[src/bsg_pkg.sv]
// ---------------------------------------------------------------------------
// bsg_pkg
// Widths, types and opcodes shared by the bond segment geometry block.
// ---------------------------------------------------------------------------
`default_nettype none

package bsg_pkg;

    localparam int COORD_W    = 24;
    localparam int SLOT_W     = 8;
    localparam int LEN_W      = COORD_W + 1;
    localparam int SUM_W      = 2 * LEN_W;
    localparam int REM_W      = LEN_W + 1;
    localparam int DIR_W      = 16;
    localparam int DIR_FRAC   = 14;
    localparam int QUOT_W     = DIR_FRAC + 1;
    localparam int RANGE_W    = 17;

    localparam int SQ_STEPS   = LEN_W;
    localparam int SQ_CNT_W   = $clog2(SQ_STEPS);
    localparam int ROOT_STEPS = SUM_W / 2;
    localparam int ROOT_CNT_W = $clog2(ROOT_STEPS);
    localparam int DIV_STEPS  = QUOT_W;
    localparam int DIV_CNT_W  = $clog2(DIV_STEPS);

    localparam logic OP_STORE = 1'b0;
    localparam logic OP_BOND  = 1'b1;

    typedef logic signed [COORD_W-1:0] t_coord;
    typedef logic [LEN_W-1:0]          t_len;
    typedef logic signed [DIR_W-1:0]   t_dir;

    typedef struct packed {
        t_coord x;
        t_coord y;
        t_coord z;
    } t_atom;

endpackage

`default_nettype wire

[src/bsg_isqrt.sv]
// ---------------------------------------------------------------------------
// bsg_isqrt
// Restoring integer square root, one root bit per cycle.
// ---------------------------------------------------------------------------
`default_nettype none

module bsg_isqrt import bsg_pkg::*; (
    input  logic             i_clk,
    input  logic             i_rst_n,
    input  logic             i_start,
    input  logic [SUM_W-1:0] i_value,
    output logic             o_done,
    output t_len             o_root
);

    logic                  r_busy;
    logic                  r_done;
    logic [ROOT_CNT_W-1:0] r_cnt;
    logic [SUM_W-1:0]      r_val;
    logic [REM_W-1:0]      r_rem;
    t_len                  r_root;

    logic [REM_W+1:0]      rem_sh;
    logic [REM_W+1:0]      trial;
    logic [REM_W+1:0]      diff;
    logic                  fits;
    logic [REM_W-1:0]      n_rem;
    t_len                  n_root;

    // bring down the next two radicand bits and try root*4+1
    always_comb begin
        rem_sh = {r_rem, r_val[SUM_W-1 -: 2]};
        trial  = (REM_W + 2)'({r_root, 2'b01});
        diff   = rem_sh - trial;
        fits   = (rem_sh >= trial);
        n_rem  = fits ? diff[REM_W-1:0] : rem_sh[REM_W-1:0];
        n_root = {r_root[LEN_W-2:0], fits};
    end

    always_ff @(posedge i_clk) begin
        if (!i_rst_n) begin
            r_busy <= 1'b0;
            r_done <= 1'b0;
            r_cnt  <= '0;
        end else begin
            r_done <= 1'b0;
            if (i_start) begin
                r_busy <= 1'b1;
                r_cnt  <= '0;
            end else if (r_busy) begin
                r_cnt <= r_cnt + 1'b1;
                if (r_cnt == ROOT_CNT_W'(ROOT_STEPS - 1)) begin
                    r_busy <= 1'b0;
                    r_done <= 1'b1;
                end
            end
        end
    end

    always_ff @(posedge i_clk) begin
        if (i_start) begin
            r_val  <= i_value;
            r_rem  <= '0;
            r_root <= '0;
        end else if (r_busy) begin
            r_val  <= r_val << 2;
            r_rem  <= n_rem;
            r_root <= n_root;
        end
    end

    assign o_done = r_done;
    assign o_root = r_root;

endmodule

`default_nettype wire

[config.mk]
export PLATFORM = sky130hd
export DESIGN_NAME = bsg_isqrt
export DESIGN_NICKNAME = d
export VERILOG_FILES = /design/src/bsg_pkg.sv /design/src/bsg_isqrt.sv
export SDC_FILE = /design/constraint.sdc
export NUM_CORES = 1
export LEC_CHECK = 0
export ABC_AREA = 1
export CORE_UTILIZATION = 50
export DETAILED_ROUTE_END_ITERATION = 8
export DONT_BUFFER_PORTS = 1
export GPL_ROUTABILITY_DRIVEN = 0
export GPL_TIMING_DRIVEN = 1
export SETUP_SLACK_MARGIN = 0.15
export SYNTH_ARGS = -nofsm -noshare
export SYNTH_HDL_FRONTEND = slang
export SYNTH_SLANG_ARGS = --single-unit
export TNS_END_PERCENT = 5
[constraint.sdc]
create_clock -name i_clk -period 3.73 [get_ports i_clk]
set_input_delay 0.373 -clock i_clk [delete_from_list [all_inputs] [get_ports i_clk]]
set_output_delay 0.373 -clock i_clk [all_outputs]
set_load 0.01 [all_outputs]
Word-level counts from Yosys, hierarchy flattened. Cells that the tools add are included.

Add/sub/neg operators: 2. Multipliers: 0. Div/mod/pow operators: 0. Order comparisons: 1. Equal/unequal tests: 1. Shift-type cells: 0. Muxes and demuxes: 7. Bitwise logic cells: 2. Reduce and logical (&&, ||, !) cells: 3.

Operator list (count): two-way mux 50 bit (2); greater-or-equal comparator 28 x 27 -> 1 bit (1); two-way mux 26 bit (1); subtractor 26 bit (1); adder 5 x 1 -> 5 bit (second input constant) (1); equality test 5 bit (second input constant) (1); two-way mux 1 bit (4); OR reduction 3 bit (1); NOT 1 bit (2); nonzero test 2 bit (1); OR reduction 2 bit (1).

Flip-flop bits (word level): 108. Bits in latches: 0. RAM bits: 0. ROM bits: 0. Output and inout port bits: 26. Word-level logic and storage cells: 22. Memories: 0.

Logic depth before layout (Yosys ltp).
Depth after elaboration: 4. Depth in mapped cells: 15. Mapped depth without buffers: 15.

Worst setup path before layout. Ideal clock, no wire load.

Path kind: input to register. From: in i_start. To: reg r_val[0], enable pin. Library setup time: 434 ps. Data arrival time: 2502 ps. Required time: 3296 ps. Path slack: 794 ps. Stages: 4. Path buffers: 2. Cells stage by stage: clkbuf_1 -> nor2_1 -> clkinv_1 -> clkbuf_1.

Cells in the longest elaborated chain, start to end: 1.

RTL lines: from (decl) (RTL line bsg_isqrt.sv:10) `input logic i_start,`; nonzero test 2 bit (no source line); to (signal assigned) (RTL line bsg_isqrt.sv:62) `r_val <= i_value;`; to (signal assigned) (RTL line bsg_isqrt.sv:66) `r_val <= r_val << 2;`; to (decl) (RTL line bsg_isqrt.sv:19) `logic [SUM_W-1:0] r_val;`.

No other way between the ends. A chain may end at the register's enable or synchronous reset.

Worst setup path after layout.
From: reg r_root[19] (netlist: o_root[19]). To: reg r_rem[16].

Cells in the longest elaborated chain, start to end: 2.

RTL lines: from (decl) (RTL line bsg_isqrt.sv:21) `t_len r_root;`; from (signal assigned) (RTL line bsg_isqrt.sv:68) `r_root <= n_root;`; greater-or-equal comparator 28 x 27 -> 1 bit (RTL line bsg_isqrt.sv:35) `fits = (rem_sh >= trial);`; two-way mux 26 bit (RTL line bsg_isqrt.sv:36) `n_rem = fits ? diff[REM_W-1:0] : rem_sh[REM_W-1:0];`; to (signal assigned) (RTL line bsg_isqrt.sv:67) `r_rem <= n_rem;`; to (decl) (RTL line bsg_isqrt.sv:20) `logic [REM_W-1:0] r_rem;`.

No other way between the ends.

==> out/metrics.yaml <==
detailed_routing:
  firstDrtPassIters: 5
  wl_met1_mm: 6.313
  vias: 5274
  drc_errors: 0
  drt-initial-drc-count: 294
  wirelength_mm: 14.10
  wl_met2_mm: 6.659
  antenna_left: 0
  top_layer_used: "met4"
  vias_per_cell: 5.290
  wl_met3_um: 685
  routedWlPerCell_um: 14.15
floorplan:
  start_util: 0.5119
  io_pins: 79
  die_area_um2: 12690
  die_h_um: 112.7
  std_cell_rows: 40
  core-area_um2: 11960
  dieWidth_um: 112.7
yosys:
  yosysWarnings: 0
  post_synth.cell_area_avg_um2: 7.153
  yosysUniqueCellTypes: 34
  syn_inst: 856
  synthesis.area_um2: 6123
  syn-num-nets: 938
  ys_seq_area_frac: 0.4348
  ys_ff_latch: 108
final_layout:
  layout_commonest_cell: "nand2_1"
  fin_nets: 928
  layout_common_cells: "357 x nand2_1, 112 x inv_1, 58 x dfxtp_1, 50 x edfxtp_1, 47 x nand3_1"
  final_layout_size_suffix_gt1_frac: 0.03412
  regArea_um2: 2663
  nFillCells: 1167
  final_cells: 997
  multi_input_area_um2: 2907
  diodes: 0
  syn2layout_area_growth_pct: 5.660
clocking:
  clock_latency_ps: 360
  cts_sinks: 108
  cts-resized-gates: 0
  cts_hold_buf: 0
  post_cts_buffers: 0
  cts_buffer_depth: 2
  root_buffer: "clkbuf_16"
  htree_levels: 3
  clkTransAtPathRegs_ps: 70
  cts_buffers: 9
  cts_tree: "yes"
setup_path:
  r2r_end: "r_rem[16]"
  crit_chain: "inv_1 -> ha_1 -> nand2_1 -> nor2_2 -> nand2_1 -> nor2_1 -> nand3_1 -> nand2_1 -> nor2_1 -> nand2_2 -> inv_1 -> nor2_1 -> o21ai_1"
  rrSetupSlack_ps: 820
  reg2reg_depth: 13
  crit_path_max_fanout: 47
  endpoint_kind: "flip-flop"
  arrival_ps: 3150
  critPathKind: "flip-flop to flip-flop"
  max_stage_delay_ps: 610
  cp.required_ps: 3980
  worstReg2RegStart: "o_root[19]"
  critical_path.slowest_cell: "nand2_2"
  critical_path.startpoint_type: "flip-flop"
global_routing:
  overflow: 0
  grt_pass1_vias: 5235
  grt_max_degree: 76
  antenna_found_initial: 0
  grt_use_total: 0.2395
  grt_first_pass_wirelength_mm: 24.28
timing:
  fin_skew_ps: 5.526
  slew_headroom: 0.3802
  drv_slew: 0
  setup_ws_ps: 823.9
  hold_viol: 0
  max_freq_mhz: 344.1
  grt_setup_unrepaired: "no"
  period_needed_ps: 2906
  tightest_slew_ps: 929.7
  setup_viol: 0
  hold_slack_ps: 113.4
  finalCritPeriodShare: 0.7791
  setup_tns_ps: 0
worst_hold_path:
  min_to: "r_rem[19]"
  min_path_type: "input port to flip-flop"
  min_from: "i_start"
  whs_path_depth: 1
power_and_ir_drop:
  total_leakage_power_nw: 3.278
  power_density_nw_per_um2: 761.8
  power_w: 0.004929
  irDropWorstVdd_v: 0.0003692
flow_run:
  maxCapViolCount: 0
placement:
  dp_cells: 982
  preCtsSetupSlack_ps: 854.9
  port_buffers: 0
  dp_hpwl_mm: 10.03
outcome:
  outcome: "complete, no violations"
[cell type report]
type                            count  share of cell area
Clock inverter                      3            0.003481
Clock buffer                       12             0.03655
Tap cell                          147             0.02843
Inverter                          114             0.06614
Timing Repair Buffer                4            0.004641
Multi-Input combinational cell    609              0.4492
Sequential cell                   108              0.4115
[flip-flops by register name, indices dropped and copies added (netlist names)]
signal  count
r_val      50
r_busy      1
o_done      1
r_rem      26
o_root     25
r_cnt       5
[worst max-delay path, delay by kind of cell (launching register included)]
family	cells	cell delay (ps)
AOI/OAI and AO/OA	1	80
adders and majority gates	1	380
buffers and inverters	2	380
DFF	1	380
and+or+nand+nor	9	1570
[worst max-delay path by stage]
stage | start | to | slack (ps) | cells past startpoint
floorplan | i_start | r_val[0] | 790 | 4
global placement | o_root[19] | r_rem[13] | 920 | 13
detailed placement | o_root[19] | r_rem[16] | 850 | 13
CTS | o_root[19] | r_rem[16] | 840 | 13
global route | o_root[19] | r_rem[16] | 440 | 13
finish | o_root[19] | r_rem[16] | 820 | 13
[cell usage after synthesis]
cell type / number / area share
nand3_1: 47 / 0.038
edfxtp_1: 50 / 0.25
inv_2: 1 / 0.00061
clkinv_1: 1 / 0.00061
a21boi_0: 1 / 0.0012
nor2_1: 46 / 0.028
nand2_1: 357 / 0.22
o21ai_0: 15 / 0.012
nor2_2: 3 / 0.0031
buf_1: 2 / 0.0012
nor3b_1: 1 / 0.0012
o21bai_1: 5 / 0.0061
nand3b_1: 2 / 0.0025
or2_2: 4 / 0.0041
nor3_1: 9 / 0.0074
a21oi_1: 28 / 0.023
xnor2_1: 8 / 0.011
clkbuf_1: 17 / 0.010
o21a_1: 1 / 0.0012
o21ai_1: 4 / 0.0033
nand3_2: 1 / 0.0016
buf_2: 2 / 0.0016
o211ai_1: 8 / 0.0098
nand4_1: 8 / 0.0082
a31oi_1: 1 / 0.0010
a211oi_1: 1 / 0.0012
buf_6: 4 / 0.0074
o22ai_1: 24 / 0.025
inv_1: 112 / 0.069
ha_1: 29 / 0.059
nand2_2: 3 / 0.0031
xor2_1: 2 / 0.0029
nor4_1: 1 / 0.0010
dfxtp_1: 58 / 0.19
[where the power goes]
group          switching [W]  internal [W]
registers          0.0000882       0.00139
logic                0.00170      0.000868
clock network       0.000433      0.000453
[stage by stage]
step                  util  cell area, um^2
floorplan                -             6123
global placement    0.5192             6211
detailed placement  0.5192             6211
CTS                 0.5409             6470
global route        0.5409             6470
finish              0.5409             6470
[cell families (layout without fill, tap and decap cells)]
family,Yosys count,count (layout),synth area share
compound gates,88,88,0.08357
flops,108,108,0.4348
fa+ha+maj,29,29,0.05926
buf+inv,139,133,0.09052
xor+xnor,10,10,0.01430
simple gates,482,482,0.3175
[layer usage]
metal  vias to the layer above  global-route usage
met1                      2400              0.2868
met2                       126              0.4115
met3                        34             0.04752
met4                         0              0.1164
met5                         -                   0
li1                       2714                   -
Power figures use the tool's default switching activity.
