<file path="config.mk">
export PLATFORM = sky130hd
export DESIGN_NAME = bsg_sqsum
export DESIGN_NICKNAME = d
export VERILOG_FILES = /design/src/bsg_pkg.sv /design/src/bsg_sqsum.sv
export SDC_FILE = /design/constraint.sdc
export NUM_CORES = 1
export LEC_CHECK = 0
export ABC_CLOCK_PERIOD_IN_PS = 9500
export BUFFER_PORTS_ARGS = -buffer_cell sky130_fd_sc_hd__buf_4
export CORE_MARGIN = 1
export CORE_UTILIZATION = 45
export CTS_CLUSTER_SIZE = 25
export DETAILED_ROUTE_END_ITERATION = 8
export PLACE_DENSITY_LB_ADDON = 0.1
export SYNTH_ARGS = -nofsm -noshare
export SYNTH_HDL_FRONTEND = slang
export SYNTH_SLANG_ARGS = --single-unit
</file>
<file path="constraint.sdc">
create_clock -name i_clk -period 9.5 [get_ports i_clk]
set_input_delay 0.95 -clock i_clk [delete_from_list [all_inputs] [get_ports i_clk]]
set_output_delay 0.95 -clock i_clk [all_outputs]
set_load 0.05 [all_outputs]
</file>
<file path="src/bsg_pkg.sv">
// ---------------------------------------------------------------------------
// bsg_pkg
// Widths, types and opcodes shared by the bond segment geometry block.
// ---------------------------------------------------------------------------
`default_nettype none

package bsg_pkg;

    localparam int COORD_W    = 24;
    localparam int SLOT_W     = 8;
    localparam int LEN_W      = COORD_W + 1;
    localparam int SUM_W      = 2 * LEN_W;
    localparam int REM_W      = LEN_W + 1;
    localparam int DIR_W      = 16;
    localparam int DIR_FRAC   = 14;
    localparam int QUOT_W     = DIR_FRAC + 1;
    localparam int RANGE_W    = 17;

    localparam int SQ_STEPS   = LEN_W;
    localparam int SQ_CNT_W   = $clog2(SQ_STEPS);
    localparam int ROOT_STEPS = SUM_W / 2;
    localparam int ROOT_CNT_W = $clog2(ROOT_STEPS);
    localparam int DIV_STEPS  = QUOT_W;
    localparam int DIV_CNT_W  = $clog2(DIV_STEPS);

    localparam logic OP_STORE = 1'b0;
    localparam logic OP_BOND  = 1'b1;

    typedef logic signed [COORD_W-1:0] t_coord;
    typedef logic [LEN_W-1:0]          t_len;
    typedef logic signed [DIR_W-1:0]   t_dir;

    typedef struct packed {
        t_coord x;
        t_coord y;
        t_coord z;
    } t_atom;

endpackage

`default_nettype wire

</file>
<file path="src/bsg_sqsum.sv">
// ---------------------------------------------------------------------------
// bsg_sqsum
// Serial sum of squares: one multiplier bit of each magnitude per cycle.
// ---------------------------------------------------------------------------
`default_nettype none

module bsg_sqsum import bsg_pkg::*; (
    input  logic             i_clk,
    input  logic             i_rst_n,
    input  logic             i_start,
    input  t_len             i_mag_x,
    input  t_len             i_mag_y,
    output logic             o_done,
    output logic [SUM_W-1:0] o_sum
);

    logic                r_busy;
    logic                r_done;
    logic [SQ_CNT_W-1:0] r_cnt;
    t_len                r_mx;
    t_len                r_my;
    logic [SUM_W-1:0]    r_ax;
    logic [SUM_W-1:0]    r_ay;
    logic [SUM_W-1:0]    r_acc;
    logic [SUM_W-1:0]    n_acc;

    // add the shifted multiplicand wherever the multiplier bit is set
    always_comb begin
        n_acc = r_acc + (r_mx[0] ? r_ax : '0) + (r_my[0] ? r_ay : '0);
    end

    always_ff @(posedge i_clk) begin
        if (!i_rst_n) begin
            r_busy <= 1'b0;
            r_done <= 1'b0;
            r_cnt  <= '0;
        end else begin
            r_done <= 1'b0;
            if (i_start) begin
                r_busy <= 1'b1;
                r_cnt  <= '0;
            end else if (r_busy) begin
                r_cnt <= r_cnt + 1'b1;
                if (r_cnt == SQ_CNT_W'(SQ_STEPS - 1)) begin
                    r_busy <= 1'b0;
                    r_done <= 1'b1;
                end
            end
        end
    end

    always_ff @(posedge i_clk) begin
        if (i_start) begin
            r_mx  <= i_mag_x;
            r_my  <= i_mag_y;
            r_ax  <= SUM_W'(i_mag_x);
            r_ay  <= SUM_W'(i_mag_y);
            r_acc <= '0;
        end else if (r_busy) begin
            r_mx  <= r_mx >> 1;
            r_my  <= r_my >> 1;
            r_ax  <= r_ax << 1;
            r_ay  <= r_ay << 1;
            r_acc <= n_acc;
        end
    end

    assign o_done = r_done;
    assign o_sum  = r_acc;

endmodule

`default_nettype wire

</file>
# Word-level counts from Yosys, hierarchy flattened
# Cells that the tools add are included.
# totals
regBits	207
latchBits	0
ramBits	0
rom_bits	0
input_bits	53
out_inout_bits	51
memories	0
# classes
addsub	3
mul	0
div_mod_pow	0
n_lt_le_gt_ge	0
n_eq_ne	1
shift	0
mux	14
n_bitwise	2
n_reduce_logical	3
# op_table
op	n
$mux 25	8
$add 50x50->50	2
$mux 50	2
$add 5x1->5 const B	1
$eq 5x5->1 const B	1
$mux 1	4
$reduce_or 3->1	1
$not 1->1	2
$reduce_bool 2->1	1
$reduce_or 2->1	1

# Longest topological paths before layout
# logic_depth
word_depth	4
depth_mapped	14
mapped_depth_nobuf	13

# Worst setup path after synthesis
# Ideal clock, no wire load.
# synth_path
kind	input port to flip-flop
start	input i_start
end	register r_ax[0], enable pin
arrival_time_ns	3.473
required_time_ns	9.047
slack_ns	5.574
stages	4
path_cell_list	clkbuf_1 > nor2_1 > clkbuf_1 > inv_1
# synth_via
elab_chain_cells	1
# synth_rtl
item	line	text
start, declared	bsg_sqsum.sv:10	input logic i_start,
$reduce_bool 2->1 (no source line)	--	
end signal, assigned	bsg_sqsum.sv:56	r_ax <= SUM_W'(i_mag_x);
end signal, assigned	bsg_sqsum.sv:62	r_ax <= r_ax << 1;
end, declared	bsg_sqsum.sv:22	logic [SUM_W-1:0] r_ax;
# Every way passes these cells.
# A chain may end at the register's enable or synchronous reset.

# Worst setup path after layout
# layout_path
start	register r_my[0]
end	register r_acc[49] (netlist: o_sum[49])
# layout_via
elab_chain_cells	2
# layout_rtl
item	line	text
start, declared	bsg_sqsum.sv:21	t_len r_my;
start signal, assigned	bsg_sqsum.sv:55	r_my <= i_mag_y;
start signal, assigned	bsg_sqsum.sv:61	r_my <= r_my >> 1;
$mux 50	bsg_sqsum.sv:29	n_acc = r_acc + (r_mx[0] ? r_ax : '0) + (r_my[0] ? r_ay : '0);
$add 50x50->50	bsg_sqsum.sv:29	
end signal, assigned	bsg_sqsum.sv:64	r_acc <= n_acc;
end, declared	bsg_sqsum.sv:24	logic [SUM_W-1:0] r_acc;
# Every way passes these cells.

==> results.sh <==
export IMPL_firstDrtPassIters=5
export IMPL_ys_async_sr_fraction=0
export IMPL_area_delta_synth_final_pct=14.34
export IMPL_ant_nets=0
export IMPL_drive_gt1_frac=0.1348
export IMPL_die_area_sq_um=28680
export IMPL_rows=60
export IMPL_seq_area_frac_synth=0.4083
export IMPL_cp_max_fo=30
export IMPL_whs_path_depth=2
export IMPL_syn_area_sq_um=12600
export IMPL_utilization=0.5302
export IMPL_rsz0062_at_grt="false"
export IMPL_dp_hpwl_microns=21060
export IMPL_crit_path_end_kind="register"
export IMPL_setup_viol=0
export IMPL_io_pins=104
export IMPL_crit_required_ns=9.91
export IMPL_crit_buf_inv=1
export IMPL_place_congestion=0.8619
export IMPL_synth_area_leader_cell="edfxtp_1"
export IMPL_initial_core_util=0.4637
export IMPL_clock_latency_ns=0.53
export IMPL_cts_root_buf="clkbuf_16"
export IMPL_status="completed"
export IMPL_grt_overflow_total=0
export IMPL_io_buffers=103
export IMPL_grt_max_degree=102
export IMPL_die_h_microns=169.3
export IMPL_p_total_w=0.002639
export IMPL_cp_start_kind="register"
export IMPL_cts_resized=0
export IMPL_hold_violations=0
export IMPL_die_w_microns=169.3
export IMPL_ff2ff_path_depth=12
export IMPL_worst_slack_ns=5.319
export IMPL_crit_path_top_delay_cell="edfxtp_1"
export IMPL_synth_area_top_cells="edfxtp_1 24%, dfxtp_1 17%, fa_1 7.9%"
export IMPL_drt_total_wl_microns=29400
export IMPL_clock_path_buffers=3
export IMPL_cts_hold_buf=0
export IMPL_max_clock_freq_mhz=239.2
export IMPL_clk_pin_slew_ns=0.06
export IMPL_slew_headroom=0.3948
export IMPL_cts_htree_levels=1
export IMPL_path_depth=12
export IMPL_fin_crit_ns=4.181
export IMPL_fillers=2587
export IMPL_cts_inserted_buffers=24
export IMPL_peakVddDrop_uv=125.2
export IMPL_arrival_ns=4.59
export IMPL_syn_inst=1331
export IMPL_cts_tree="yes"
export IMPL_vias=9348
export IMPL_synth_cell_types=80
export IMPL_synth_edf_count=100
export IMPL_critPathKind="register to register"
export IMPL_yosys_warnings=0
export IMPL_ff_latch_area_sq_um=5149
export IMPL_max_cap_violations=0
export IMPL_post_cts_buffers=0
export IMPL_report_final_slew_viol_count=0
export IMPL_drc=0
export IMPL_hp_class="register to register"
export IMPL_grt_pass1_vias=9343
export IMPL_pre_cts_slack_ns=5.285
export IMPL_path_cells="buf_4, and2_1, fa_1, ha_1, a21oi_1, o21ai_1, nor3_1, a211oi_2, nor3_2, o21ai_2, mux2i_1, mux2_1"
export IMPL_grt_pass1_wl_microns=48770
export IMPL_power_leakage_nw=6.252
export IMPL_synth_top_cell_area_share=0.2383
export IMPL_clock_sinks=207
export IMPL_grt_antenna_before_repair=0
export IMPL_path_delay_family="simple AND/OR/NAND/NOR gates"
export IMPL_fin_crit_sh=0.4401
export IMPL_n_antenna_cell=0
export IMPL_synth_fp_nets=1484
export IMPL_syn_mean_instance_area_sq_um=9.468
export IMPL_grt_usage=0.2100
export IMPL_critPathMaxStageDelay_ns=0.71
export IMPL_wl_per_cell_microns=16.51
export IMPL_tightestPinTransition_ns=0.9077
export IMPL_vias_per_cell=5.249
export IMPL_drtIter0Drc=556
export IMPL_synth_most_common_cell="o21ai_0"
export IMPL_finClkSkew_ns=0.009154
export IMPL_core_sq_um=27180
export IMPL_fin_setup_tns_ns=0
export IMPL_ys_seq_elements=207
export IMPL_nets=1544
export IMPL_powerDensity_nw_per_um2=183.1
export IMPL_ys_flop_type="dfxtp_1"
export IMPL_netlist_top_cells_count="130 x o21ai_0, 115 x nand2_1, 113 x inv_1"
export IMPL_multi_input_area_sq_um=6705
[stage by stage]
stage / instances / hold slack, ns / instance area (sq um)
floorplan: 1331 / 0.4602 / 12600
global placement: 1737 / 0.4761 / 13580
detailed placement: 1737 / 0.4870 / 13580
CTS: 1781 / 0.5012 / 14410
global route: 1781 / 0.5369 / 14410
finish: 1781 / 0.5000 / 14410
[state kept, by name, indices dropped and copies added (netlist names)]
name    cells
r_cnt       5
o_sum      50
r_ay       50
r_mx       25
r_busy      1
o_done      1
r_my       25
r_ax       50
[per-layer routing]
layer	global-route usage	part of all wire	wire length (microns)	vias to the layer above
met5	0	0	0	-
met4	0.04700	0.018	531	0
met3	0.02635	0.041	1205	31
met2	0.3262	0.44	12840	177
li1	-	-	-	4691
met1	0.3112	0.50	14830	4449
[report_power, final]
part | switching, W | leakage, nW | internal (W) | total [W]
logic | 0.000384 | 3.95 | 0.000219 | 0.000602
clock network | 0.000381 | 0.408 | 0.000586 | 0.000968
registers | 0.0000545 | 1.89 | 0.00101 | 0.00107
[placed cells by master, fill, tap and decap left out, types with 4 or more instances in the layout]
cell type	instances
clkbuf_16	25
xnor2_1	25
fa_1	50
a21o_1	21
a31oi_1	4
nand4_1	19
dfxtp_1	106
a211oi_2	4
a21oi_1	60
nor2b_1	4
mux2i_1	72
mux2_2	4
buf_4	109
and2_1	101
o21ai_1	9
clkinv_2	6
and3_1	5
nand2_1	115
a21oi_2	4
or3_1	5
ha_1	50
nand2b_1	8
o31ai_1	6
edfxtp_1	100
a211oi_1	6
o21bai_1	10
o211ai_1	6
nand3_1	15
o21ai_0	130
inv_1	112
nor3_1	13
xor2_1	16
nor2_1	111
[logic make-up (layout without fill, tap and decap cells)]
family	count (synthesis)	count (layout)	synth area share
AOI/OAI and AO/OA	302	302	0.1512
xor gates and xnor gates	41	41	0.02849
adders and majority gates	100	100	0.1291
buffers and inverters	189	267	0.05987
DFF	207	207	0.4083
muxes	78	78	0.06255
and+or+nand+nor	414	414	0.1605
[layout make-up]
type | instances | share of cell area
Clock inverter | 13 | 0.01077
Clock buffer | 31 | 0.04706
Timing Repair Buffer | 110 | 0.05757
Tap cell | 372 | 0.03230
Multi-Input combinational cell | 935 | 0.4654
Inverter | 113 | 0.02961
Sequential cell | 207 | 0.3573
[final timing paths]
check	startpoint	slack, ns	endpoint
worst max-delay path	r_my[0]	5.32	o_sum[49]
worst min-delay path	r_ax[49]	0.50	r_ax[49]
worst max register to register	r_my[0]	5.32	o_sum[49]
worst min register to register	r_ax[49]	0.50	r_ax[49]
[worst reg2reg max path: cells and delay by family (launching register included)]
| kind | cells | cell delay, ns |
|---|---|---|
| multiplexers | 2 | 0.51 |
| flip-flops | 1 | 0.71 |
| adder cells (fa/ha/maj) | 2 | 0.81 |
| AND/OR/NAND/NOR | 3 | 0.94 |
| buffers and inverters | 1 | 0.39 |
| AO/OA/AOI/OAI | 4 | 0.74 |
Note: power is estimated with default switching activity, not from simulation.
