## config.mk

```make
export PLATFORM = sky130hd
export DESIGN_NAME = bsg_divider
export DESIGN_NICKNAME = d
export VERILOG_FILES = /design/src/bsg_pkg.sv /design/src/bsg_divider.sv
export SDC_FILE = /design/constraint.sdc
export NUM_CORES = 1
export LEC_CHECK = 0
export ABC_AREA = 0
export BUFFER_PORTS_ARGS = -buffer_cell sky130_fd_sc_hd__buf_2
export CAP_MARGIN = 10
export CORE_MARGIN = 4
export CORE_UTILIZATION = 36
export CTS_CLUSTER_SIZE = 14
export DETAILED_ROUTE_END_ITERATION = 16
export PLACE_DENSITY = 0.61
export SYNTH_ARGS = -nofsm -noshare
export SYNTH_HDL_FRONTEND = slang
export SYNTH_SLANG_ARGS = --single-unit
```

## constraint.sdc

```tcl
create_clock -name i_clk -period 7.2 [get_ports i_clk]
set_clock_uncertainty 0.05 [all_clocks]
set_input_delay 1.44 -clock i_clk [delete_from_list [all_inputs] [get_ports i_clk]]
set_output_delay 1.44 -clock i_clk [all_outputs]
set_load 0.02 [all_outputs]
```

## src/bsg_pkg.sv

```systemverilog
// ---------------------------------------------------------------------------
// bsg_pkg
// Widths, types and opcodes shared by the bond segment geometry block.
// ---------------------------------------------------------------------------
`default_nettype none

package bsg_pkg;

    localparam int COORD_W    = 24;
    localparam int SLOT_W     = 8;
    localparam int LEN_W      = COORD_W + 1;
    localparam int SUM_W      = 2 * LEN_W;
    localparam int REM_W      = LEN_W + 1;
    localparam int DIR_W      = 16;
    localparam int DIR_FRAC   = 14;
    localparam int QUOT_W     = DIR_FRAC + 1;
    localparam int RANGE_W    = 17;

    localparam int SQ_STEPS   = LEN_W;
    localparam int SQ_CNT_W   = $clog2(SQ_STEPS);
    localparam int ROOT_STEPS = SUM_W / 2;
    localparam int ROOT_CNT_W = $clog2(ROOT_STEPS);
    localparam int DIV_STEPS  = QUOT_W;
    localparam int DIV_CNT_W  = $clog2(DIV_STEPS);

    localparam logic OP_STORE = 1'b0;
    localparam logic OP_BOND  = 1'b1;

    typedef logic signed [COORD_W-1:0] t_coord;
    typedef logic [LEN_W-1:0]          t_len;
    typedef logic signed [DIR_W-1:0]   t_dir;

    typedef struct packed {
        t_coord x;
        t_coord y;
        t_coord z;
    } t_atom;

endpackage

`default_nettype wire

```

## src/bsg_divider.sv

```systemverilog
// ---------------------------------------------------------------------------
// bsg_divider
// Restoring divider for magnitude * 2^14 / length, one quotient bit a cycle.
// ---------------------------------------------------------------------------
`default_nettype none

module bsg_divider import bsg_pkg::*; (
    input  logic              i_clk,
    input  logic              i_rst_n,
    input  logic              i_start,
    input  t_len              i_num,
    input  t_len              i_den,
    output logic              o_done,
    output logic [QUOT_W-1:0] o_quot
);

    logic                 r_busy;
    logic                 r_done;
    logic [DIV_CNT_W-1:0] r_cnt;
    logic [REM_W-1:0]     r_rem;
    t_len                 r_den;
    logic [QUOT_W-1:0]    r_quot;

    logic [REM_W-1:0]     den_ext;
    logic [REM_W-1:0]     diff;
    logic [REM_W-1:0]     kept;
    logic                 fits;
    logic [REM_W-1:0]     n_rem;
    logic [QUOT_W-1:0]    n_quot;

    // numerator never exceeds the length, so the top quotient bit is the
    // first compare and the rest follow from shifting in zeros
    always_comb begin
        den_ext = {1'b0, r_den};
        fits    = (r_rem >= den_ext);
        diff    = r_rem - den_ext;
        kept    = fits ? diff : r_rem;
        n_rem   = {kept[LEN_W-1:0], 1'b0};
        n_quot  = {r_quot[QUOT_W-2:0], fits};
    end

    always_ff @(posedge i_clk) begin
        if (!i_rst_n) begin
            r_busy <= 1'b0;
            r_done <= 1'b0;
            r_cnt  <= '0;
        end else begin
            r_done <= 1'b0;
            if (i_start) begin
                r_busy <= 1'b1;
                r_cnt  <= '0;
            end else if (r_busy) begin
                r_cnt <= r_cnt + 1'b1;
                if (r_cnt == DIV_CNT_W'(DIV_STEPS - 1)) begin
                    r_busy <= 1'b0;
                    r_done <= 1'b1;
                end
            end
        end
    end

    always_ff @(posedge i_clk) begin
        if (i_start) begin
            r_rem  <= {1'b0, i_num};
            r_den  <= i_den;
            r_quot <= '0;
        end else if (r_busy) begin
            r_rem  <= n_rem;
            r_quot <= n_quot;
        end
    end

    assign o_done = r_done;
    assign o_quot = r_quot;

endmodule

`default_nettype wire

```

# Word-level counts from Yosys, hierarchy flattened
# Cells that the tools add are included.
dict set report word_totals {
  memories 0
  mem_bits_ro 0
  mem_bits_rw 0
  inputBits 53
  output_inout_bits 16
  latch_bits 0
  elab_cells 23
  ff_bits 72
}
dict set report classes {
  n_eq_ne 1
  order_cmp 1
  add_sub_neg 2
  multipliers 0
  shift 0
  n_div 0
  reduce_logical 3
  bitwise_logic 2
  n_mux 7
}
# op count
set op_table {}
lappend op_table {{two-way mux 25 bit} 3}
lappend op_table {{>= comparator 26 x 25 -> 1 bit} 1}
lappend op_table {{subtractor 25 bit} 1}
lappend op_table {{adder 4 x 1 -> 4 bit, second input constant} 1}
lappend op_table {{== test 4 bit, second input constant} 1}
lappend op_table {{two-way mux 1 bit} 4}
lappend op_table {{OR reduction 3 bit} 1}
lappend op_table {{NOT 1 bit} 2}
lappend op_table {{nonzero test 2 bit} 1}
lappend op_table {{OR reduction 2 bit} 1}

# Longest topological paths before layout
# Gate-level depths: netlist of the first run.
dict set report depth {
  depth_word 4
  ltp_mapped 12
  depth_no_buf 11
}

# Worst setup path after synthesis of the first run
# No wires, ideal clock.
dict set report synth_path {
  path_kind {flip-flop to flip-flop}
  start {register r_rem[0]}
  end {register r_rem[10], data pin}
  n_path_buf 1
  required_time_ns 6.890
  arrival_ns 2.733
  setup_ns 0.260
  slack_ns 4.157
  path_stages_with_launch 13
  period_less_slack_ns 3.043
  cell_sequence {edfxtp_1 inv_1 ha_1 fa_1 nor2b_1 o31a_1 o211ai_2 a21oi_1 nor3_4 o31ai_4 buf_6 mux2_4 mux2_2}
}
dict set report synth_via {
  elab_chain_len 4
  elab_cells_between_ends 5
  classes_between {1 x add/sub; 1 x order compare; 3 x mux}
}
# element line_no
set synth_rtl {}
lappend synth_rtl {{start, declared} bsg_divider.sv:20} ;# logic [REM_W-1:0] r_rem;
lappend synth_rtl {{start signal, assigned} bsg_divider.sv:64} ;# r_rem <= {1'b0, i_num};
lappend synth_rtl {{start signal, assigned} bsg_divider.sv:68} ;# r_rem <= n_rem;
lappend synth_rtl {{subtractor 25 bit / >= comparator 26 x 25 -> 1 bit (equally long branches)} {bsg_divider.sv:36, bsg_divider.sv:35}}
lappend synth_rtl {{two-way mux 25 bit *} bsg_divider.sv:37} ;# kept = fits ? diff : r_rem;
lappend synth_rtl {{two-way mux 25 bit *} bsg_divider.sv:67} ;# end else if (r_busy) begin
lappend synth_rtl {{two-way mux 25 bit *} bsg_divider.sv:63} ;# if (i_start) begin
# Every way passes the cells marked *; elsewhere a longest branch is shown, timed or not. The select of a mux whose other input is x is not followed.
# A chain may end at the register's enable or synchronous reset.

# Worst setup path after layout of the first run
dict set report layout_path {
  start {register r_den[0]}
  end {register r_rem[5], data pin}
}
dict set report layout_via {
  elab_chain_len 4
  elab_cells_between_ends 5
  classes_between {1 x add/sub; 1 x order compare; 3 x mux}
}
# element line_no
set layout_rtl {}
lappend layout_rtl {{start, declared} bsg_divider.sv:21} ;# t_len r_den;
lappend layout_rtl {{start signal, assigned} bsg_divider.sv:65} ;# r_den <= i_den;
lappend layout_rtl {{subtractor 25 bit / >= comparator 26 x 25 -> 1 bit (equally long branches)} {bsg_divider.sv:36, bsg_divider.sv:35}}
lappend layout_rtl {{two-way mux 25 bit *} bsg_divider.sv:37}
lappend layout_rtl {{two-way mux 25 bit *} bsg_divider.sv:67}
lappend layout_rtl {{two-way mux 25 bit *} bsg_divider.sv:63}
# Marks and branches as above.

==> results_dict.tcl, run 1 <==
set metrics [dict create \
    cts_buffers 9 \
    period_share_pct 47.42 \
    slew_headroom_pct 54.16 \
    num_antenna_cells 0 \
    fillers 1107 \
    wl_per_cell_um 15.15 \
    nets 559 \
    min_path_type "reg2reg" \
    final_cell_area_mm2 0.005142 \
    setup_tns_ns 0 \
    clock-root-buffer "clkbuf_16" \
    die_y_um 118.2 \
    synth_seq_area_share_pct 44.42 \
    start_kind "flip-flop" \
    die_area_mm2 0.01397 \
    p_per_area_mw_per_mm2 342.0 \
    clock_path_buffers 2 \
    rsz0062_at_grt "no" \
    drive_gt1_share_pct 25.05 \
    core-area_mm2 0.01166 \
    crit_path_max_fanout 23 \
    hold_viol 0 \
    grt_pass1_wl_um 16080 \
    synth-seq-cells 72 \
    insertion_delay_ns 0.34 \
    dpl.hpwl_um 6969 \
    drt_wl_total_um 9487 \
    setup_viol 0 \
    synth_edf_count 50 \
    drv_slew 0 \
    place_area_mm2 0.004848 \
    first_global_vias 3422 \
    path_class "reg2reg" \
    ioPinCount 69 \
    postCtsHoldBufs 0 \
    crit_path_end_kind "flip-flop" \
    ant_nets 0 \
    post_cts_buffers 0 \
    grt_usage_pct 14.04 \
    path_clk_slew_ns 0.06 \
    async_reset_ff_share_pct 0 \
    start_util_pct 37.49 \
    syn_nets 491 \
    cts_tree "done" \
    cp.arrival_ns 3.46 \
    required_ns 7.24 \
    pre_cts_slack_ns 3.806 \
    synthCells 410 \
    areaGrowthSynthToFinish_pct 17.63 \
    antenna_found_initial 0 \
    fin_crit_ns 3.414 \
    cts_sinks 72 \
    first_pass_iters 4 \
    grt_max_degree 59 \
    finalPower_mw 1.759 \
    syn_area_mm2 0.004372 \
    ctsResizeCount 0 \
    grt-ovfl-total 0 \
    peakVddDrop_mv 0.1140 \
    run_status "completed" \
    worstMarginPinSlew_ns 0.6875 \
    die_w_um 118.2 \
    setup_slack_ns 3.786 \
    yosys_warnings 0 \
    maxCapViolCount 0 \
    drc_errors 0 \
    drt_iter0_markers 200 \
    p_leak_nw 2.256 \
    viasPerCell 5.232 \
    port-buffer-count 68 \
    gp_routability_congestion 0.8167 \
    synth_cell_types 57 \
    synth_flop_cell "edfxtp_1" \
    vias 3275 \
    row_count 39 \
    avgSynthCellArea_um2 10.66 \
    fmax_mhz 292.9 \
    htree_levels 3 \
]
-- power breakdown --
| part | internal (mW) | switching [mW] |
|---|---|---|
| sequential | 0.524 | 0.0325 |
| combinational | 0.367 | 0.390 |
| clock | 0.245 | 0.200 |
| total | 1.14 | 0.623 |
-- cell families after synthesis --
logic type / count (synthesis) / share of synthesized area, %
xor gates and xnor gates: 20 / 4.007
AOI/OAI and AO/OA: 91 / 14.65
adders and majority gates: 28 / 8.185
buffers and inverters: 50 / 4.579
muxes: 45 / 11.82
DFF: 72 / 44.42
and+or+nand+nor: 104 / 12.34
-- metrics by stage --
step,utilization (%),std cells,hold slack (ns)
after floorplan,-,410,0.4121
after global placement,41.57,610,0.4214
after detailed placement,41.57,610,0.4319
after CTS,44.09,626,0.4470
after global routing,44.09,626,0.4775
final,44.09,626,0.4449
-- cell usage after synthesis (3+ instances only) --
library cell,number,area (um2)
edfxtp_1,50,1501
inv_1,36,135.1
nor2_1,31,116.4
ha_1,27,337.8
dfxtp_1,22,440.4
nand2_1,21,78.83
a21oi_1,20,100.1
mux2i_1,19,190.2
o21ai_0,19,95.09
mux2_2,17,191.4
xnor2_1,14,122.6
a21o_1,9,67.56
mux2_4,9,135.1
nor2b_1,9,56.30
clkbuf_1,7,26.28
a211o_1,6,52.55
xor2_1,6,52.55
and2_1,5,31.28
nand4_1,5,31.28
nor3_1,5,25.02
nor4_1,5,31.28
o21a_1,5,37.54
a211oi_1,4,30.03
buf_2,4,20.02
nand2b_1,4,25.02
nand3_1,4,20.02
a21boi_0,3,22.52
a221o_1,3,30.03
a31oi_1,3,18.77
and3_1,3,18.77
nor3b_1,3,22.52
-- worst max-delay path: stages, from the launching register on --
cell	delay [ns]
edfxtp_1	0.37
ha_1	0.22
fa_1	0.40
nor2b_1	0.16
o31a_1	0.21
o211ai_2	0.13
a21oi_1	0.25
nor3_4	0.10
o31ai_4	0.23
buf_4	0.37
mux2_2	0.38
mux2_2	0.26
-- state kept, by name, summed over array words and instances (netlist names) --
register  flops
r_rem        26
r_den        25
o_quot       15
o_done        1
r_cnt         4
r_busy        1
-- cells in the final DEF, fill, tap and decap left out, drive strengths merged, types with 14 or more instances in the layout --
master | netlist | routed
edfxtp | 50 | 50
a21oi | 20 | 20
mux2i | 19 | 19
ha | 27 | 27
xnor2 | 14 | 14
nor2 | 31 | 31
buf | 7 | 71
mux2 | 26 | 26
nand2 | 21 | 21
o21ai | 20 | 20
dfxtp | 22 | 22
inv | 36 | 42
-- path summary, 6_finish.rpt --
path                         startpoint                  to  slack, ns  cells after the start
setup reg to reg     r_den[0]$_DFFE_PP_  r_rem[5]$_DFFE_PP_       3.79                     11
setup / recovery     r_den[0]$_DFFE_PP_  r_rem[5]$_DFFE_PP_       3.79                     11
hold / removal    r_cnt[3]$_SDFFE_PP0P_   o_done$_SDFF_PP0_       0.44                      2
hold reg to reg   r_cnt[3]$_SDFFE_PP0P_   o_done$_SDFF_PP0_       0.44                      2
-- cell type report --
type | count | area [um2] | area share [%]
clock inverters | 7 | 68.82 | 1.338
well taps | 143 | 178.9 | 3.479
repair buffers | 71 | 362.8 | 7.056
flip-flops and latches | 72 | 1942 | 37.76
inverters | 36 | 135.1 | 2.628
clock buffers | 9 | 225.2 | 4.380
multi-input cells | 288 | 2230 | 43.36
-- layer usage --
layer  vias to the layer above  global-route usage [%]  routed length (um)
met3                        13                   4.394                 574
li1                       1637                       -                   -
met2                        92                   23.19                4513
met5                         -                       0                   0
met4                         0                   4.322                 165
met1                      1533                   17.63                4233
Note: power is estimated with default switching activity, not from simulation.
==> run 2, diff against run 1 <==
--- a/config.mk
+++ b/config.mk
@@ -5,14 +5,14 @@
 export SDC_FILE = /design/constraint.sdc
 export NUM_CORES = 1
 export LEC_CHECK = 0
-export ABC_AREA = 0
+export ABC_AREA = 1
 export BUFFER_PORTS_ARGS = -buffer_cell sky130_fd_sc_hd__buf_2
 export CAP_MARGIN = 10
 export CORE_MARGIN = 4
 export CORE_UTILIZATION = 36
 export CTS_CLUSTER_SIZE = 14
 export DETAILED_ROUTE_END_ITERATION = 16
-export PLACE_DENSITY = 0.61
+export PLACE_DENSITY = 0.6
 export SYNTH_ARGS = -nofsm -noshare
 export SYNTH_HDL_FRONTEND = slang
 export SYNTH_SLANG_ARGS = --single-unit
==> constraint.sdc (replaced) <==
create_clock -name i_clk -period 3.6 [get_ports i_clk]
set_clock_uncertainty 0.05 [all_clocks]
set_input_delay 0.72 -clock i_clk [delete_from_list [all_inputs] [get_ports i_clk]]
set_output_delay 0.72 -clock i_clk [all_outputs]
set_load 0.02 [all_outputs]
==> run 2 against run 1 <==
- flip-flop and latch count did not move
- critical endpoint is now r_rem[20]$_DFFE_PP_
- sequential power rose by 89%
- die area up 13%
- highest routed layer unchanged
- synthesized area rose by 14%
- wire length increased by 33%
- sequential share of layout area fell by 4.2 points
- core utilization down 0.86 points
- largest cell class unchanged
- count of clock-buffer cells in the layout did not move
- critical path type unchanged
- combinational power up 68%
- register-to-register slack lost 3.1 ns
==> results_dict.tcl, run 2 <==
set metrics [dict create \
    synth-seq-cells 72 \
    netlist.area_leader.share_pct 30.02 \
    die_area_mm2 0.01585 \
    grt_pass1_wl_um 21090 \
    min_path_type "reg2reg" \
    post_cts_buffers 0 \
    drt_wl_total_um 12600 \
    ant_nets 0 \
    fmax_mhz 343.9 \
    p_leak_nw 3.152 \
    fillers 1468 \
    synth_edf_count 50 \
    wl_per_cell_um 12.89 \
    crit_start "r_rem[13]$_DFFE_PP_" \
    cts_sinks 72 \
    synthTopCellsByCount "nand2_1 (273), inv_1 (165), edfxtp_1 (50)" \
    grt_usage_pct 16.43 \
    final_cell_area_mm2 0.005793 \
    worstReg2RegStart "r_rem[13]$_DFFE_PP_" \
    viasPerCell 4.586 \
    clock_path_buffers 2 \
    ff_latch_area_mm2 0.001942 \
    setup_tns_ns 0 \
    insertion_delay_ns 0.35 \
    setup_viol 0 \
    ys_top_cells_by_area "edfxtp_1 (30%), nand2_1 (20%), inv_1 (12%)" \
    num_antenna_cells 0 \
    synth.most_common_cell "nand2_1" \
    syn_nets 809 \
    slew_headroom_pct 39.51 \
    largest-register "r_rem" \
    final_common_cell "nand2_1" \
    antenna_found_initial 0 \
    run_status "completed" \
    synth_cell_types 30 \
    synth_flop_cell "edfxtp_1" \
    async_reset_ff_share_pct 0 \
    period_share_pct 80.77 \
    nets 877 \
    yosysTopAreaCell "edfxtp_1" \
    vias 4481 \
    drt_iter0_markers 228 \
    ioPinCount 69 \
    gp_routability_congestion 0.8817 \
    syn_area_mm2 0.005002 \
    start_util_pct 37.33 \
    p_per_area_mw_per_mm2 549.1 \
    die_y_um 125.9 \
    maxCapViolCount 0 \
    multi_input_area_mm2 0.002359 \
    avgSynthCellArea_um2 6.871 \
    fin_crit_ns 2.908 \
    row_count 42 \
    finalPower_mw 3.181 \
    areaGrowthSynthToFinish_pct 15.81 \
    worstMarginPinSlew_ns 0.9063 \
    port-buffer-count 68 \
    postCtsHoldBufs 0 \
    clock-root-buffer "clkbuf_16" \
    drv_slew 0 \
    crit_path_max_fanout 26 \
    drive_gt1_share_pct 11.74 \
    crit_path_end_kind "flip-flop" \
    start_kind "flip-flop" \
    hold_viol 0 \
    htree_levels 3 \
    dpl.hpwl_um 9443 \
    required_ns 3.65 \
    cts_tree "done" \
    path_clk_slew_ns 0.06 \
    synthCells 728 \
    core-area_mm2 0.01340 \
    hp-start "o_quot[14]$_SDFFE_PP0P_" \
    synth_seq_area_share_pct 38.82 \
    die_w_um 125.9 \
    cts_buffers 9 \
    yosys_warnings 0 \
    grt-ovfl-total 0 \
    cp.arrival_ns 2.96 \
    path_class "reg2reg" \
    peakVddDrop_mv 0.2744 \
    ctsResizeCount 0 \
    first_global_vias 4421 \
    first_pass_iters 5 \
    drc_errors 0 \
    largest_reg_flops 26 \
    rsz0062_at_grt "no" \
    place_area_mm2 0.005514 \
    grt_max_degree 55 \
    final_cell_mix "nand2_1 (273), inv_1 (165), buf_2 (68), edfxtp_1 (50), nand3_1 (46)" \
]
[run 2: path summary, 6_finish.rpt]
check / end / slack [ns] / cells after the start
setup / recovery: r_rem[20]$_DFFE_PP_ / 0.69 / 10
hold / removal: o_quot[14]$_SDFFE_PP0P_ / 0.42 / 2
setup reg to reg: r_rem[20]$_DFFE_PP_ / 0.69 / 10
hold reg to reg: o_quot[14]$_SDFFE_PP0P_ / 0.42 / 2
[run 2: critical path: stages, from the launching register on]
cell and delay (ns):
edfxtp_1 0.40, ha_1 0.38, nand2_1 0.12, nor2_1 0.30, nand2_1 0.12, nor2_1 0.14, nand2_2 0.39, nand3_4 0.49
nand2_1 0.11, nand3_1 0.10, nand2_1 0.06
[run 2: cell type report]
type	count	area share, %
multi-input combinational	475	40.71
sequential	72	33.52
inverter	166	10.76
timing repair buffer	72	6.393
clock buffer	9	3.888
tap	176	3.801
clock inverter	7	0.9287
[run 2: logic make-up after synthesis]
kind of cell / count (synthesis) / share of synthesized area (%)
XOR/XNOR: 11 / 1.926
adder cells (fa/ha/maj): 28 / 7.154
AND/OR/NAND/NOR: 401 / 33.99
flip-flops: 72 / 38.82
AO/OA/AOI/OAI: 35 / 4.077
buffers and inverters: 181 / 14.03
[run 2: where the power goes]
group	internal (mW)	switching, mW
Clock	0.474	0.383
Sequential	1.01	0.0482
Combinational	0.449	0.821
[run 2: metrics by stage]
step | util, % | setup slack [ns] | instances | hold slack (ns)
3_3_place_gp | 41.15 | 0.7091 | 961 | 0.3875
2_1_floorplan | - | 1.356 | 728 | 0.3883
5_1_grt | 43.23 | 0.4971 | 977 | 0.4462
4_1_cts | 43.23 | 0.7072 | 977 | 0.4273
3_5_place_dp | 41.15 | 0.7115 | 961 | 0.4117
6_report | 43.23 | 0.6922 | 977 | 0.4201
[run 2: routing by layer]
metal	up-vias	GRT usage (%)	part of all wire [%]
met2	112	26.01	44
met3	14	4.234	5.8
met5	-	0	0
met4	0	5.931	1.8
li1	2401	-	-
met1	1954	21.74	49
